==> config.mk <==
export PLATFORM = sky130hd
export DESIGN_NAME = cart_header_checksum_verifier_core
export DESIGN_NICKNAME = d
export VERILOG_FILES = /design/src/sv/cchv_pkg.sv /design/src/sv/cart_header_checksum_verifier_core.sv
export SDC_FILE = /design/constraint.sdc
export NUM_CORES = 1
export LEC_CHECK = 0
export BUFFER_PORTS_ARGS = -buffer_cell sky130_fd_sc_hd__buf_4
export CAP_MARGIN = 20
export CELL_PAD_IN_SITES_DETAIL_PLACEMENT = 1
export CELL_PAD_IN_SITES_GLOBAL_PLACEMENT = 1
export CORE_MARGIN = 8
export CORE_UTILIZATION = 41
export CTS_BUF_LIST = sky130_fd_sc_hd__clkbuf_4
export CTS_CLUSTER_DIAMETER = 40
export CTS_CLUSTER_SIZE = 40
export DETAILED_ROUTE_END_ITERATION = 10
export GPL_TIMING_DRIVEN = 0
export PLACE_DENSITY = 0.77
export SETUP_SLACK_MARGIN = 0.5
export SKIP_LAST_GASP = 1
export SLEW_MARGIN = 20
export SYNTH_ARGS = -nofsm -noshare
export SYNTH_HDL_FRONTEND = slang
export SYNTH_SLANG_ARGS = --single-unit
==> constraint.sdc <==
create_clock -name clk -period 9.54 [get_ports clk]
set_clock_uncertainty 0.15 [all_clocks]
set_input_delay 0.954 -clock clk [delete_from_list [all_inputs] [get_ports clk]]
set_output_delay 0.954 -clock clk [all_outputs]
set_load 0.05 [all_outputs]
==> src/sv/cchv_pkg.sv <==
// Constants, header offsets and logo tables for the cartridge header checksum verifier.
// No dependencies; imported by cart_header_checksum_verifier_core.
package cchv_pkg;

    localparam int POSITION_BITS = 24;
    localparam int LOGO_LENGTH   = 48;
    localparam int LOGO_IDX_BITS = $clog2(LOGO_LENGTH);
    localparam int SKIP_BITS     = 10;

    typedef logic [POSITION_BITS-1:0] pos_t;
    typedef logic [SKIP_BITS-1:0]     skip_t;
    typedef logic [LOGO_IDX_BITS-1:0] logo_idx_t;

    localparam int unsigned HDR_BASE = 32'h100;

    localparam pos_t POS_MAX        = '1;
    localparam pos_t OFS_ENTRY0     = pos_t'(HDR_BASE);
    localparam pos_t OFS_ENTRY1     = pos_t'(HDR_BASE + 32'h01);
    localparam pos_t OFS_LOGO       = pos_t'(HDR_BASE + 32'h04);
    localparam pos_t OFS_HSUM_FIRST = pos_t'(HDR_BASE + 32'h34);
    localparam pos_t OFS_TYPE       = pos_t'(HDR_BASE + 32'h47);
    localparam pos_t OFS_HSUM_BYTE  = pos_t'(HDR_BASE + 32'h4d);
    localparam pos_t OFS_GSUM_HI    = pos_t'(HDR_BASE + 32'h4e);
    localparam pos_t OFS_GSUM_LO    = pos_t'(HDR_BASE + 32'h4f);
    localparam pos_t LOGO_LEN_POS   = pos_t'(LOGO_LENGTH);

    localparam logic [7:0] ENTRY0_BYTE = 8'h00;
    localparam logic [7:0] ENTRY1_BYTE = 8'hc3;
    localparam logic [7:0] ALT_TYPE_LO = 8'h97;
    localparam logic [7:0] ALT_TYPE_HI = 8'h99;

    localparam logic [7:0] STD_LOGO [LOGO_LENGTH] = '{
        8'hce, 8'hed, 8'h66, 8'h66, 8'hcc, 8'h0d, 8'h00, 8'h0b,
        8'h03, 8'h73, 8'h00, 8'h83, 8'h00, 8'h0c, 8'h00, 8'h0d,
        8'h00, 8'h08, 8'h11, 8'h1f, 8'h88, 8'h89, 8'h00, 8'h0e,
        8'hdc, 8'hcc, 8'h6e, 8'he6, 8'hdd, 8'hdd, 8'hd9, 8'h99,
        8'hbb, 8'hbb, 8'h67, 8'h63, 8'h6e, 8'h0e, 8'hec, 8'hcc,
        8'hdd, 8'hdc, 8'h99, 8'h9f, 8'hbb, 8'hb9, 8'h33, 8'h3e
    };

    localparam logic [7:0] ALT_LOGO [LOGO_LENGTH] = '{
        8'h11, 8'h23, 8'hf1, 8'h1e, 8'h01, 8'h22, 8'hf0, 8'h00,
        8'h08, 8'h99, 8'h78, 8'h00, 8'h08, 8'h11, 8'h9a, 8'h48,
        8'h11, 8'h23, 8'hf0, 8'h0e, 8'h70, 8'h01, 8'hf8, 8'h80,
        8'h22, 8'h44, 8'h44, 8'h22, 8'h22, 8'h21, 8'h00, 8'h1e,
        8'h99, 8'h10, 8'h00, 8'h1e, 8'h19, 8'h22, 8'h44, 8'h22,
        8'h22, 8'h47, 8'h00, 8'h0e, 8'h11, 8'h22, 8'h00, 8'h00
    };

endpackage

==> src/sv/cart_header_checksum_verifier_core.sv <==
// Top level of the cartridge header and global checksum verifier.
// Depends on cchv_pkg for offsets, widths and the logo tables.

// Streams a cartridge image at one byte per clock unless in_stall holds it: each
// item passes an input register, then a single stage updates the running sums and
// match flags and, on the item marked last, loads the result register and sets
// out_valid. Non-last items keep flowing while a result waits to be taken; only
// a last item stalls behind an unread result. The user must write skip_bytes
// (cfg_wr_data) with cfg_wr_en while the block is idle; it does not enforce it.
module cart_header_checksum_verifier_core (
    input  logic                  clk,
    input  logic                  rst_n,
    input  logic                  cfg_wr_en,
    input  cchv_pkg::skip_t       cfg_wr_data,
    input  logic                  in_valid,
    output logic                  in_stall,
    input  logic [7:0]            data_byte,
    input  logic                  last_byte,
    output logic                  out_valid,
    input  logic                  out_stall,
    output logic [7:0]            header_sum,
    output logic [15:0]           global_sum,
    output logic [15:0]           stored_global,
    output logic                  header_ok,
    output logic                  global_ok,
    output logic                  entry_ok,
    output logic                  logo_ok,
    output logic                  too_short
);
    import cchv_pkg::*;

    skip_t       skip_reg;
    logic        s1_valid_reg, s1_valid_next;
    logic [7:0]  s1_data_reg;
    logic        s1_last_reg;
    logic        in_accept, s1_block, s1_go;

    pos_t        pos_reg, pos_next;
    logic [7:0]  hacc_reg, hacc_next;
    logic [15:0] gacc_reg, gacc_next;
    logic [7:0]  shdr_reg, shdr_next;
    logic [15:0] sglb_reg, sglb_next;
    logic [7:0]  type_reg, type_next;
    logic [1:0]  entry_reg, entry_next;
    logic [1:0]  logo_reg, logo_next;

    logic        out_valid_reg, out_valid_next;
    logic [7:0]  res_hsum_reg;
    logic [15:0] res_gsum_reg, res_sglb_reg;
    logic        res_hok_reg, res_gok_reg, res_eok_reg, res_lok_reg, res_short_reg;

    pos_t        skip_pos, off, logo_rel;
    logic        in_image, in_logo, is_short, alt_sel, logo_pass;
    logo_idx_t   logo_idx;

    assign s1_block  = s1_valid_reg && s1_last_reg && out_valid_reg && out_stall;
    assign in_stall  = s1_block;
    assign in_accept = in_valid && !in_stall;
    assign s1_go     = s1_valid_reg && !s1_block;

    always_comb
    begin
        if (in_accept)
            s1_valid_next = 1'b1;
        else if (s1_go)
            s1_valid_next = 1'b0;
        else
            s1_valid_next = s1_valid_reg;
    end

    assign skip_pos = pos_t'(skip_reg);
    assign in_image = pos_reg >= skip_pos;
    assign off      = in_image ? (pos_reg - skip_pos) : '0;
    assign logo_rel = off - OFS_LOGO;
    assign in_logo  = (off >= OFS_LOGO) && (logo_rel < LOGO_LEN_POS);
    assign logo_idx = logo_rel[LOGO_IDX_BITS-1:0];

    always_comb
    begin
        hacc_next  = hacc_reg;
        gacc_next  = gacc_reg;
        shdr_next  = shdr_reg;
        sglb_next  = sglb_reg;
        type_next  = type_reg;
        entry_next = entry_reg;
        logo_next  = logo_reg;
        pos_next   = (pos_reg != POS_MAX) ? pos_reg + pos_t'(1) : pos_reg;

        if (in_image)
        begin
            if (off == OFS_ENTRY0 && s1_data_reg == ENTRY0_BYTE)
                entry_next[0] = 1'b1;
            if (off == OFS_ENTRY1 && s1_data_reg == ENTRY1_BYTE)
                entry_next[1] = 1'b1;
            if (in_logo)
            begin
                if (s1_data_reg != STD_LOGO[logo_idx])
                    logo_next[0] = 1'b0;
                if (s1_data_reg != ALT_LOGO[logo_idx])
                    logo_next[1] = 1'b0;
            end
            if (off == OFS_TYPE)
                type_next = s1_data_reg;
            if (off >= OFS_HSUM_FIRST && off < OFS_HSUM_BYTE)
                hacc_next = hacc_reg + ~s1_data_reg;

            if (off == OFS_HSUM_BYTE)
            begin
                shdr_next = s1_data_reg;
                gacc_next = gacc_reg + {8'h00, hacc_reg};
            end
            else if (off == OFS_GSUM_HI)
                sglb_next = {s1_data_reg, sglb_reg[7:0]};
            else if (off == OFS_GSUM_LO)
                sglb_next = {sglb_reg[15:8], s1_data_reg};
            else
                gacc_next = gacc_reg + {8'h00, s1_data_reg};
        end
    end

    assign is_short  = !in_image || (off < OFS_GSUM_LO);
    assign alt_sel   = type_next inside {[ALT_TYPE_LO:ALT_TYPE_HI]};
    assign logo_pass = alt_sel ? logo_next[1] : logo_next[0];

    always_comb
    begin
        if (s1_go && s1_last_reg)
            out_valid_next = 1'b1;
        else if (!out_stall)
            out_valid_next = 1'b0;
        else
            out_valid_next = out_valid_reg;
    end

    always_ff @(posedge clk or negedge rst_n)
    begin
        if (!rst_n)
        begin
            skip_reg      <= '0;
            s1_valid_reg  <= 1'b0;
            out_valid_reg <= 1'b0;
            pos_reg       <= '0;
            hacc_reg      <= '0;
            gacc_reg      <= '0;
            shdr_reg      <= '0;
            sglb_reg      <= '0;
            type_reg      <= '0;
            entry_reg     <= '0;
            logo_reg      <= 2'b11;
        end
        else
        begin
            if (cfg_wr_en)
                skip_reg <= cfg_wr_data;
            s1_valid_reg  <= s1_valid_next;
            out_valid_reg <= out_valid_next;
            if (s1_go)
            begin
                if (s1_last_reg)
                begin
                    pos_reg   <= '0;
                    hacc_reg  <= '0;
                    gacc_reg  <= '0;
                    shdr_reg  <= '0;
                    sglb_reg  <= '0;
                    type_reg  <= '0;
                    entry_reg <= '0;
                    logo_reg  <= 2'b11;
                end
                else
                begin
                    pos_reg   <= pos_next;
                    hacc_reg  <= hacc_next;
                    gacc_reg  <= gacc_next;
                    shdr_reg  <= shdr_next;
                    sglb_reg  <= sglb_next;
                    type_reg  <= type_next;
                    entry_reg <= entry_next;
                    logo_reg  <= logo_next;
                end
            end
        end
    end

    always_ff @(posedge clk)
    begin
        if (in_accept)
        begin
            s1_data_reg <= data_byte;
            s1_last_reg <= last_byte;
        end
        if (s1_go && s1_last_reg)
        begin
            res_hsum_reg  <= hacc_next;
            res_gsum_reg  <= gacc_next;
            res_sglb_reg  <= sglb_next;
            res_hok_reg   <= !is_short && (hacc_next == shdr_next);
            res_gok_reg   <= !is_short && (gacc_next == sglb_next);
            res_eok_reg   <= !is_short && (entry_next == 2'b11);
            res_lok_reg   <= !is_short && logo_pass;
            res_short_reg <= is_short;
        end
    end

    assign out_valid     = out_valid_reg;
    assign header_sum    = res_hsum_reg;
    assign global_sum    = res_gsum_reg;
    assign stored_global = res_sglb_reg;
    assign header_ok     = res_hok_reg;
    assign global_ok     = res_gok_reg;
    assign entry_ok      = res_eok_reg;
    assign logo_ok       = res_lok_reg;
    assign too_short     = res_short_reg;

    a_stall_needs_result: assert property (@(posedge clk) disable iff (!rst_n)
        in_stall |-> (out_valid && s1_valid_reg))
        else $error("input stalled without a pending result");

    a_short_clears_flags: assert property (@(posedge clk) disable iff (!rst_n)
        (out_valid && too_short) |-> (!header_ok && !global_ok && !entry_ok && !logo_ok))
        else $error("pass flag set on a short image");

    a_global_ok_match: assert property (@(posedge clk) disable iff (!rst_n)
        out_valid |-> (global_ok == (!too_short && (global_sum == stored_global))))
        else $error("global_ok disagrees with sums");

    a_state_clear_after_last: assert property (@(posedge clk) disable iff (!rst_n)
        (s1_go && s1_last_reg) |=> (pos_reg == '0 && logo_reg == 2'b11))
        else $error("stream state not cleared after last item");

endmodule
=== After elaboration in Yosys (flattened, before gate mapping) ===
Memory sizes are Yosys's and may differ from the RTL's.
Index checks and enable logic that the tools add are counted.

* Multiplexer cells: 40
* Equality and inequality tests: 14
* Order comparisons: 9
* Add/sub/neg operators: 6
* Bitwise logic cells: 2
* Reductions and logical operators: 23

{| class="wikitable"
|+ Operator list
! cell !! count
|-
| == test 24 x 9 -> 1 bit, second input constant || 6
|-
| 2-to-1 mux 16 bit || 9
|-
| 2-to-1 mux 8 bit || 14
|-
| 2-to-1 mux 24 bit || 3
|-
| greater-or-equal comparator 24 x 9 -> 1 bit, second input constant || 2
|-
| less-than comparator 24 x 9 -> 1 bit, second input constant || 2
|-
| adder 16 x 8 -> 16 bit || 2
|-
| adder 24 x 1 -> 24 bit, second input constant || 1
|-
| greater-or-equal comparator 24 x 10 -> 1 bit || 1
|-
| less-than comparator 24 x 6 -> 1 bit, second input constant || 1
|-
| inequality test 24 bit, second input constant || 1
|-
| subtractor 24 x 10 -> 24 bit || 1
|-
| subtractor 24 x 9 -> 24 bit, second input constant || 1
|-
| == test 16 bit || 1
|-
| inequality test 8 bit || 2
|-
| logical AND 1 bit || 15
|-
| 2-to-1 mux 2 bit || 5
|-
| 2-to-1 mux 1 bit || 9
|-
| adder 8 bit || 1
|-
| == test 8 bit || 1
|-
| == test 8 bit, second input constant || 1
|-
| greater-or-equal comparator 8 bit, second input constant || 1
|-
| less-or-equal comparator 8 bit, second input constant || 1
|-
| logical NOT 8 bit || 1
|-
| other kinds (9) || 12
|}

* Register bits: 150
* Output and inout port bits: 47
* Word-level logic and storage cells: 117
* Memory bits (read-only): 1024
* Input bits: 24
* Memories: 2

{| class="wikitable"
|+ Memory list
! memory !! depth !! width !! read ports !! clocked after Yosys merged registers in !! wr ports !! RTL line !! source
|-
| (name not given) || 64 || 8 || 1 || 0 || 0 || cart_header_checksum_verifier_core.sv:99 || <nowiki>if (s1_data_reg != ALT_LOGO[logo_idx])</nowiki>
|-
| (name not given) || 64 || 8 || 1 || 0 || 0 || cart_header_checksum_verifier_core.sv:97 || <nowiki>if (s1_data_reg != STD_LOGO[logo_idx])</nowiki>
|}

=== Logic depth before layout (Yosys ltp) ===
Gate-level depths: netlist of the first run.

* Word-level depth: 13
* Depth in mapped cells: 23
* Gate-level depth less buffers: 20

=== Worst setup path after synthesis of the first run ===
Ideal clock, no wire load.

* Path type: reg-to-reg
* From: register pos_reg[0]
* To: register res_lok_reg, in the netlist logo_ok (data pin)
* Data arrival time: 5469 ps
* Path buffers: 4
* Setup slack: 3772 ps
* Required time: 9241 ps
* Setup time: 149 ps
* Period minus slack after synthesis: 5768 ps
* Cell stages (with the launch flop): 23
* Path through: dfrtp_1 inv_1 ha_1 fa_1 nor2b_1 o31ai_4 a311oi_2 or3_1 o21ai_0 clkbuf_1 clkbuf_1 ha_1 clkbuf_1 inv_1 xnor2_1 clkbuf_1 nor2_1 o221ai_1 a21oi_1 a2111o_1 a2111oi_0 nand4b_1 a21oi_1

* Longest elaborated chain between the ends: 13
* Elaborated cells between the ends (all ways): 32
* Classes of those cells: add/sub: 2; order compare: 6; eq/ne: 3; mux: 12; bitwise: 1; reduce/logical: 6; memory: 2

{| class="wikitable"
|+ Ends and longest elaborated chain
! item !! RTL line !! source
|-
| start: declaration || cart_header_checksum_verifier_core.sv:38 || <nowiki>pos_t pos_reg, pos_next;</nowiki>
|-
| start signal: assignment || cart_header_checksum_verifier_core.sv:172 || <nowiki>pos_reg <= pos_next;</nowiki>
|-
| subtractor 24 x 10 -> 24 bit or greater-or-equal comparator 24 x 10 -> 1 bit (tied branches) || cart_header_checksum_verifier_core.sv:73, cart_header_checksum_verifier_core.sv:72 ||
|-
| 2-to-1 mux 24 bit || cart_header_checksum_verifier_core.sv:73 || <nowiki>assign off = in_image ? (pos_reg - skip_pos) : '0;</nowiki>
|-
| subtractor 24 x 9 -> 24 bit || cart_header_checksum_verifier_core.sv:74 || <nowiki>assign logo_rel = off - OFS_LOGO;</nowiki>
|-
| NOT 6 -> 7 bit (implied by the code) || cart_header_checksum_verifier_core.sv:97, cart_header_checksum_verifier_core.sv:99 ||
|-
| memory (64 x 8 bit) (on tied branches) || -- ||
|-
| 2-to-1 mux 8 bit (on tied branches) (2 in a row) || cart_header_checksum_verifier_core.sv:97, cart_header_checksum_verifier_core.sv:99 ||
|-
| inequality test 8 bit (on tied branches) || cart_header_checksum_verifier_core.sv:97, cart_header_checksum_verifier_core.sv:99 ||
|-
| 2-to-1 mux 1 bit (on tied branches) || cart_header_checksum_verifier_core.sv:97, cart_header_checksum_verifier_core.sv:99 ||
|-
| 2-to-1 mux 2 bit || cart_header_checksum_verifier_core.sv:95 || <nowiki>if (in_logo)</nowiki>
|-
| 2-to-1 mux 2 bit || cart_header_checksum_verifier_core.sv:89 || <nowiki>if (in_image)</nowiki>
|-
| 2-to-1 mux 1 bit || cart_header_checksum_verifier_core.sv:123 || <nowiki>assign logo_pass = alt_sel ? logo_next[1] : logo_next[0];</nowiki>
|-
| logical AND 1 bit * || cart_header_checksum_verifier_core.sv:200 || <nowiki>res_lok_reg <= !is_short && logo_pass;</nowiki>
|-
| end signal: assignment || cart_header_checksum_verifier_core.sv:200 ||
|-
| end: declaration || cart_header_checksum_verifier_core.sv:50 || <nowiki>logic res_hok_reg, res_gok_reg, res_eok_reg, res_lok_reg, res_short_reg;</nowiki>
|}

Every way passes the cells marked *; elsewhere a longest branch is shown, timed or not. The select of a mux whose other input is x is not followed.
A chain may end at the register's enable or synchronous reset.

=== Worst setup path after layout of the first run ===
Same ends and word-level chain as after synthesis.

==> results of run 1 <==
## stage by stage
stage / cells / worst slack [ns] / hold WS, ns / area (um^2) / total power [mW]
2_1_floorplan: 1247 / 3.772 / 0.2992 / 10970 / 0.9882
3_3_place_gp: 1657 / 2.028 / 0.3111 / 11920 / 1.111
3_5_place_dp: 1657 / 2.033 / 0.3201 / 11930 / 1.120
4_1_cts: 1689 / 1.977 / 0.3171 / 12250 / 1.569
5_1_grt: 1691 / 1.217 / 0.3126 / 12270 / 1.628
6_report: 1691 / 1.907 / 0.2666 / 12270 / 1.564
## final cells by class
class	instances	area, um^2	share of cell area
multi-input combinational	941	6349	0.5173
sequential	150	4026	0.3281
timing repair buffer	70	526.8	0.04292
tap	341	426.7	0.03476
inverter	84	315.3	0.02569
buffer	72	305.3	0.02488
clock inverter	15	193.9	0.01580
clock buffer	17	127.6	0.01040
antenna	1	2.502	0.0002039
## Yosys cell counts (5+ instances only)
| cell | count | area, um^2 |
|---|---|---|
| nor2_1 | 89 | 334.1 |
| nand2_1 | 139 | 521.8 |
| o31ai_1 | 6 | 45.04 |
| a311oi_1 | 8 | 70.07 |
| or2_2 | 6 | 37.54 |
| nand3_1 | 21 | 105.1 |
| xor2_1 | 41 | 359.1 |
| nor3_1 | 26 | 130.1 |
| dfrtp_1 | 94 | 2352 |
| o221ai_1 | 10 | 87.58 |
| mux2i_1 | 31 | 310.3 |
| xnor2_1 | 64 | 560.5 |
| nand4_1 | 21 | 131.4 |
| nor4_1 | 13 | 81.33 |
| o21bai_1 | 13 | 97.59 |
| nand2b_1 | 7 | 43.79 |
| clkbuf_1 | 61 | 229.0 |
| nor2b_1 | 11 | 68.82 |
| or4_1 | 10 | 75.07 |
| a2111oi_0 | 6 | 52.55 |
| a21oi_1 | 63 | 315.3 |
| or3_1 | 13 | 81.33 |
| mux2_2 | 5 | 56.30 |
| a22oi_1 | 19 | 142.6 |
| edfxtp_1 | 54 | 1622 |
| a21boi_0 | 5 | 37.54 |
| o21a_1 | 8 | 60.06 |
| inv_1 | 83 | 311.6 |
| a211oi_1 | 11 | 82.58 |
| a21o_1 | 9 | 67.56 |
| o211ai_1 | 7 | 52.55 |
| and3_1 | 13 | 81.33 |
| ha_1 | 50 | 625.6 |
| o21ai_0 | 102 | 510.5 |
| a22o_1 | 7 | 61.31 |
| a31oi_1 | 10 | 62.56 |
| and2_1 | 9 | 56.30 |
## worst register-to-register path, stage by stage (launching register included)
cell	delay, ns
dfrtp_1	0.51
inv_1	0.10
ha_1	0.19
fa_1	0.31
nor2b_1	0.15
o31ai_4	0.30
a311oi_2	0.28
or3_1	0.53
o21ai_0	0.43
clkbuf_1	0.44
clkbuf_1	0.56
ha_1	0.27
clkbuf_1	0.36
inv_1	0.19
xnor2_1	0.35
clkbuf_1	0.51
nor2_1	0.09
o221ai_1	0.22
a21oi_1	0.14
a2111o_1	0.43
a2111oi_0	0.58
nand4b_1	0.17
a21oi_1	0.24
## power by group through the flow
stage	combinational [mW]	sequential (mW)	clock, mW
5_1_grt	0.422	0.725	0.481
3_5_place_dp	0.386	0.734	0
4_1_cts	0.388	0.722	0.460
3_3_place_gp	0.377	0.733	0
2_1_floorplan	0.230	0.759	0
6_report	0.390	0.722	0.452
## final timing paths
| kind | startpoint | end |
|---|---|---|
| worst max-delay path | pos_reg[0]$_DFFE_PN0P_ | logo_ok$_DFFE_PP_ |
| worst min-delay path | rst_n | hacc_reg[2]$_DFFE_PN0P_ |
| worst max register to register | pos_reg[0]$_DFFE_PN0P_ | logo_ok$_DFFE_PP_ |
| worst min register to register | sglb_reg[10]$_DFFE_PN0P_ | sglb_reg[10]$_DFFE_PN0P_ |
| max in group asynchronous | rst_n | pos_reg[4]$_DFFE_PN0P_ |
| min in group clk | sglb_reg[10]$_DFFE_PN0P_ | sglb_reg[10]$_DFFE_PN0P_ |
## routing by layer
layer	part of all wire	GRT usage	vias up
met2	0.49	0.3893	257
li1	-	-	4697
met5	0	0	-
met1	0.44	0.2833	4926
met4	0.026	0.07136	0
met3	0.043	0.03347	65
## logic make-up (layout without fill, tap and decap cells)
| group | count (synthesis) | count (layout) | share of synthesized area |
|---|---|---|---|
| muxes | 37 | 37 | 0.03546 |
| buffers and inverters | 156 | 258 | 0.05621 |
| and+or+nand+nor | 407 | 407 | 0.1878 |
| DFF | 150 | 150 | 0.3669 |
| other | 0 | 1 | 0 |
| xor gates and xnor gates | 106 | 106 | 0.08528 |
| adders and majority gates | 54 | 54 | 0.06430 |
| AOI/OAI and AO/OA | 337 | 337 | 0.2041 |
==> metrics.cfg, run 1 <==
[floorplan]
start_util = 0.4118
die-area_mm2 = 0.03226
rows = 60
core_area_mm2 = 0.02665
die_w_um = 179.6
io_pins = 71
fp.dieH_um = 179.6

[detailed_routing]
ant_nets = 0
wl_per_cell_um = 21.54
dr_total_vias = 9945
drc = 0
drt_first_pass_iters = 7
drt-total-wl_um = 36430
viasPerCell = 5.881
drt-initial-drc-count = 654

[clocking]
clk_pin_slew_ns = 0.18
clock_latency_ns = 0.59
clock_sinks = 150
cts_made_buffers = 17
clockRootBuffer = clkbuf_4
htree_levels = 4
clock_path_buffers = 2
cts_resized = 0
cts_tree = built
postCtsHoldBufs = 0
postCtsSetupBuffers = 0

[setup_path]
cp_slowest_cell = a2111oi_0
critical-path-top-delay-family = compound AO/OA/AOI/OAI gates
cp_common_cell = clkbuf_1
endpoint_kind = flip-flop
start_kind = flip-flop
arrival_ns = 7.90
rrSetupSlack_ns = 1.91
crit_buf_inv = 6
max_stage_delay_ns = 0.58
path_max_fanout = 12
worstPathRequired_ns = 9.81
reg2reg_depth = 22
path_cells = inv_1 > ha_1 > fa_1 > nor2b_1 > o31ai_4 > a311oi_2 > or3_1 > o21ai_0 > clkbuf_1 > clkbuf_1 > ha_1 > clkbuf_1 > inv_1 > xnor2_1 > clkbuf_1 > nor2_1 > o221ai_1 > a21oi_1 > a2111o_1 > a2111oi_0 > nand4b_1 > a21oi_1
cp.depth = 22
worstSetupPathType = flip-flop to flip-flop

[final_layout]
area_growth_syn_to_layout_pct = 11.83
largest_register_ffs = 24
drive_gt1_frac = 0.1134
layout.nets = 1414
layout_common_cells = 139 x nand2_1, 102 x o21ai_0, 94 x dfrtp_1
fill_cells = 3170
final_common_cell = nand2_1
utilization = 0.4605

[power_and_ir_drop]
swShare = 0.3939
internal_power_mw = 0.9480
power.switching_mw = 0.6161
p_leak_nw = 5.349
power_density_mw_per_mm2 = 127.4
p_clk_frac = 0.289
p_seq_frac = 0.461
ir_drop_uv = 64.58
comb_power_share = 0.249

[place]
numPortBuffers = 69
hpwl_um = 27450
gp_congestion = 0.9389

[timing]
worst_pin_slew_ns = 0.9743
final-hold-violation-count = 0
fin_crit_sh = 0.8001
finalCriticalPeriod_ns = 7.633
drv_slew = 0
setup_tns_ns = 0
maxSlewHeadroom = 0.3505
grt_setup_unrepaired = no
setup_viol = 0
fmax_ghz = 0.1310

[yosys]
yosys_warnings = 0
synthArstFlopShare = 0.6400
synth_area_mm2 = 0.01097
synth-seq-area-share = 0.3669
ys_seq_elements = 150
syn_inst = 1247
syn_nets = 1325
avgSynthCellArea_um2 = 8.801
synth.distinct_cells = 86
synth_flop_cell = dfrtp_1
synth_edf_count = 54

[grt]
grt_pass1_wl_um = 58820
grt_usage = 0.2244
antenna_found_initial = 1
grt_max_degree = 97
grt_overflow_total = 0
grt_pass1_vias = 10490

[status]
status = finished clean

[job]
cap_violations = 0

[min_path]
hold_path_class = primary input to asynchronous set/reset pin

No activity file was read; power rests on OpenSTA's default activity.
==> run 2, diff against run 1 <==
--- a/config.mk
+++ b/config.mk
@@ -16,7 +16,7 @@
 export CTS_CLUSTER_SIZE = 40
 export DETAILED_ROUTE_END_ITERATION = 10
 export GPL_TIMING_DRIVEN = 0
-export PLACE_DENSITY = 0.77
+export PLACE_DENSITY = 0.8
 export SETUP_SLACK_MARGIN = 0.5
 export SKIP_LAST_GASP = 1
 export SLEW_MARGIN = 20
==> constraint.sdc (replaced) <==
create_clock -name clk -period 6.49 [get_ports clk]
set_clock_uncertainty 0.15 [all_clocks]
set_input_delay 0.649 -clock clk [delete_from_list [all_inputs] [get_ports clk]]
set_output_delay 0.649 -clock clk [all_outputs]
set_load 0.05 [all_outputs]
==> run 2 against run 1 <==
Against the previous run:
- combinational power is 58% higher
- first-iteration DRC count is 8.0% higher
- largest cell class unchanged
- non-clock buffer count is 9 higher
- via count is 1.4% higher
- design area is 3.4% higher
- clock power is 48% higher
==> metrics.cfg, run 2 (synthesis gave the netlist of run 1 again) <==
[grt]
grt_usage = 0.2292  ; +0.004798
grt_pass1_wl_um = 60130  ; +2.2%
grt_pass1_vias = 10560  ; +0.67%
grt_overflow_total = 0  ; unchanged
grt_max_degree = 97  ; unchanged
antenna_found_initial = 2  ; +1

[detailed_routing]
ant_nets = 0  ; unchanged
drc = 0  ; unchanged
dr_total_vias = 10090  ; +1.4%
wl_per_cell_um = 22.01  ; +2.2%
drt-initial-drc-count = 706  ; +8.0%
drt_first_pass_iters = 5  ; -2
viasPerCell = 5.935  ; +0.91%
drt-total-wl_um = 37420  ; +2.7%

[final_layout]
layout.nets = 1423  ; +0.64%
area_growth_syn_to_layout_pct = 15.61
utilization = 0.4761  ; +0.01554
fin_cells = 1700  ; +0.53%
postLayoutCellArea_mm2 = 0.01269  ; +3.4%
final_common_cell = nand2_1
drive_gt1_frac = 0.1598  ; +0.04638
layout_common_cells = 139 x nand2_1, 100 x o21ai_0, 92 x dfrtp_1
largest_register_ffs = 24  ; unchanged

[timing]
worst_pin_slew_ns = 1.116  ; +0.1412 ns
whs_ns = 0.04882  ; -0.2178 ns
setup_viol = 0  ; unchanged
fin_crit_sh = 0.8923  ; +0.09220
finalCriticalPeriod_ns = 5.791  ; -1.842 ns
final-hold-violation-count = 0  ; unchanged
fmax_ghz = 0.1727  ; +32%
worst_slack_ns = 0.6992  ; -1.208 ns
grt_setup_unrepaired = yes
maxSlewHeadroom = 0.2465  ; -0.1040
drv_slew = 0  ; unchanged

[clocking]
cts_tree = built
clock_sinks = 150  ; unchanged
clockRootBuffer = clkbuf_4
htree_levels = 4  ; unchanged
clk_pin_slew_ns = 0.18  ; about the same
clock_path_buffers = 2  ; unchanged
clock_latency_ns = 0.63  ; +0.04 ns
cts_made_buffers = 17  ; unchanged

[power_and_ir_drop]
internal_power_mw = 1.420  ; +50%
p_seq_frac = 0.452  ; -0.009
ir_drop_uv = 118.0  ; +83%
comb_power_share = 0.263  ; +0.014
power_density_mw_per_mm2 = 185.2  ; +45%
swShare = 0.3958  ; +0.001901
p_leak_nw = 5.509  ; +3.0%
power.switching_mw = 0.9299  ; +51%
p_clk_frac = 0.285  ; -0.004

[floorplan]
core_area_mm2 = 0.02665  ; unchanged
fp.dieH_um = 179.6  ; unchanged
start_util = 0.4118  ; unchanged
die-area_mm2 = 0.03226  ; unchanged
die_w_um = 179.6  ; unchanged
rows = 60  ; unchanged
io_pins = 71  ; unchanged

[place]
hpwl_um = 27650  ; +0.74%
post_dp_cell_area_mm2 = 0.01193  ; unchanged
place_ws_ns = -1.196  ; -3.229 ns
gp_congestion = 0.9384  ; about the same
dpl.cell_count = 1657  ; unchanged
numPortBuffers = 69  ; unchanged

[setup_path]
endpoint_kind = flip-flop
start_kind = flip-flop
arrival_ns = 5.98  ; -1.92 ns
worstSetupPathType = flip-flop to flip-flop
path_max_fanout = 12  ; unchanged
worstPathRequired_ns = 6.68  ; -3.13 ns

[status]
status = finished clean

[job]
cap_violations = 0  ; unchanged

[min_path]
hold_path_class = primary input to flip-flop

==> run 2: changes by cell type in the layout (fill, tap and decap cells not counted), moves of 5 or more <==
cell	previous run	this run
clkbuf_1	60	43
buf_4	69	81
clkbuf_2	0	7
clkbuf_4	18	23
==> run 2: routing by layer <==
layer  track usage  vias up  wire [um]
li1              -     4718          -
met1        0.2853     5037      16230
met2        0.3971      261      18660
met3       0.03831       71       1542
met4       0.07803        2        975
met5             0        -         13
==> run 2: layout make-up <==
type                       instances  area (um^2)
antenna                            1        2.502
buffer                            72        364.1
clock buffer                      17        127.6
clock inverter                    15        193.9
fill                            3170        13960
inverter                          84        320.3
multi-input combinational        941         6611
sequential                       150         4029
tap                              341        426.7
timing repair buffer              79        611.8
==> run 2: power groups by stage <==
stage / logic (mW) / clock network, mW / registers, mW
6_report: 0.618 / 0.670 / 1.06
5_1_grt: 0.672 / 0.714 / 1.07
4_1_cts: 0.591 / 0.674 / 1.06
3_5_place_dp: 0.571 / 0 / 1.08
3_3_place_gp: 0.556 / 0 / 1.08
2_1_floorplan: 0.338 / 0 / 1.11
==> run 2: worst max-delay path, cell delays in order (launching register included) <==
cell	delay, ns
dfrtp_1	0.48
ha_1	0.30
buf_2	0.18
nor2b_2	0.20
o31ai_4	0.37
a311oi_4	0.19
or3_4	0.45
o21ai_2	0.22
buf_4	0.23
buf_4	0.23
ha_2	0.19
clkbuf_4	0.26
inv_4	0.09
nor4_4	0.32
o211ai_1	0.18
a2111oi_2	0.39
mux2i_1	0.23
a41oi_1	0.06
a2111o_1	0.44
a2bb2oi_1	0.21
a21oi_2	0.12
==> run 2: repair_timing <==
action,CTS,global route
setup buffers,4,4
gates cloned,0,0
pin swaps,2,6
hold buffers,1,0
gates resized for setup,55,46
hold endpoints to repair,4,0
endpoints found under the setup margin,73,5
==> run 2: path summary, 6_finish.rpt <==
| kind | start | slack [ns] | endpoint | cells past startpoint |
|---|---|---|---|---|
| setup / recovery | pos_reg[2]$_DFFE_PN0P_ | 0.70 | logo_ok$_DFFE_PP_ | 20 |
| hold / removal | data_byte[2] | 0.05 | s1_data_reg[2]$_DFFE_PP_ | 1 |
| setup reg to reg | pos_reg[2]$_DFFE_PN0P_ | 0.70 | logo_ok$_DFFE_PP_ | 20 |
| hold reg to reg | sglb_reg[10]$_DFFE_PN0P_ | 0.35 | sglb_reg[10]$_DFFE_PN0P_ | 2 |
| max in group asynchronous | rst_n | 4.86 | pos_reg[7]$_DFFE_PN0P_ | 2 |
| min in group asynchronous | rst_n | 0.47 | hacc_reg[3]$_DFFE_PN0P_ | 2 |
==> run 2: through the flow <==
stage	TNS [ns]	power, mW
final	0	2.349
after global routing	0	2.453
after CTS	0	2.327
after detailed placement	-6.229	1.650
after global placement	-4.933	1.634
after floorplan	0	1.453
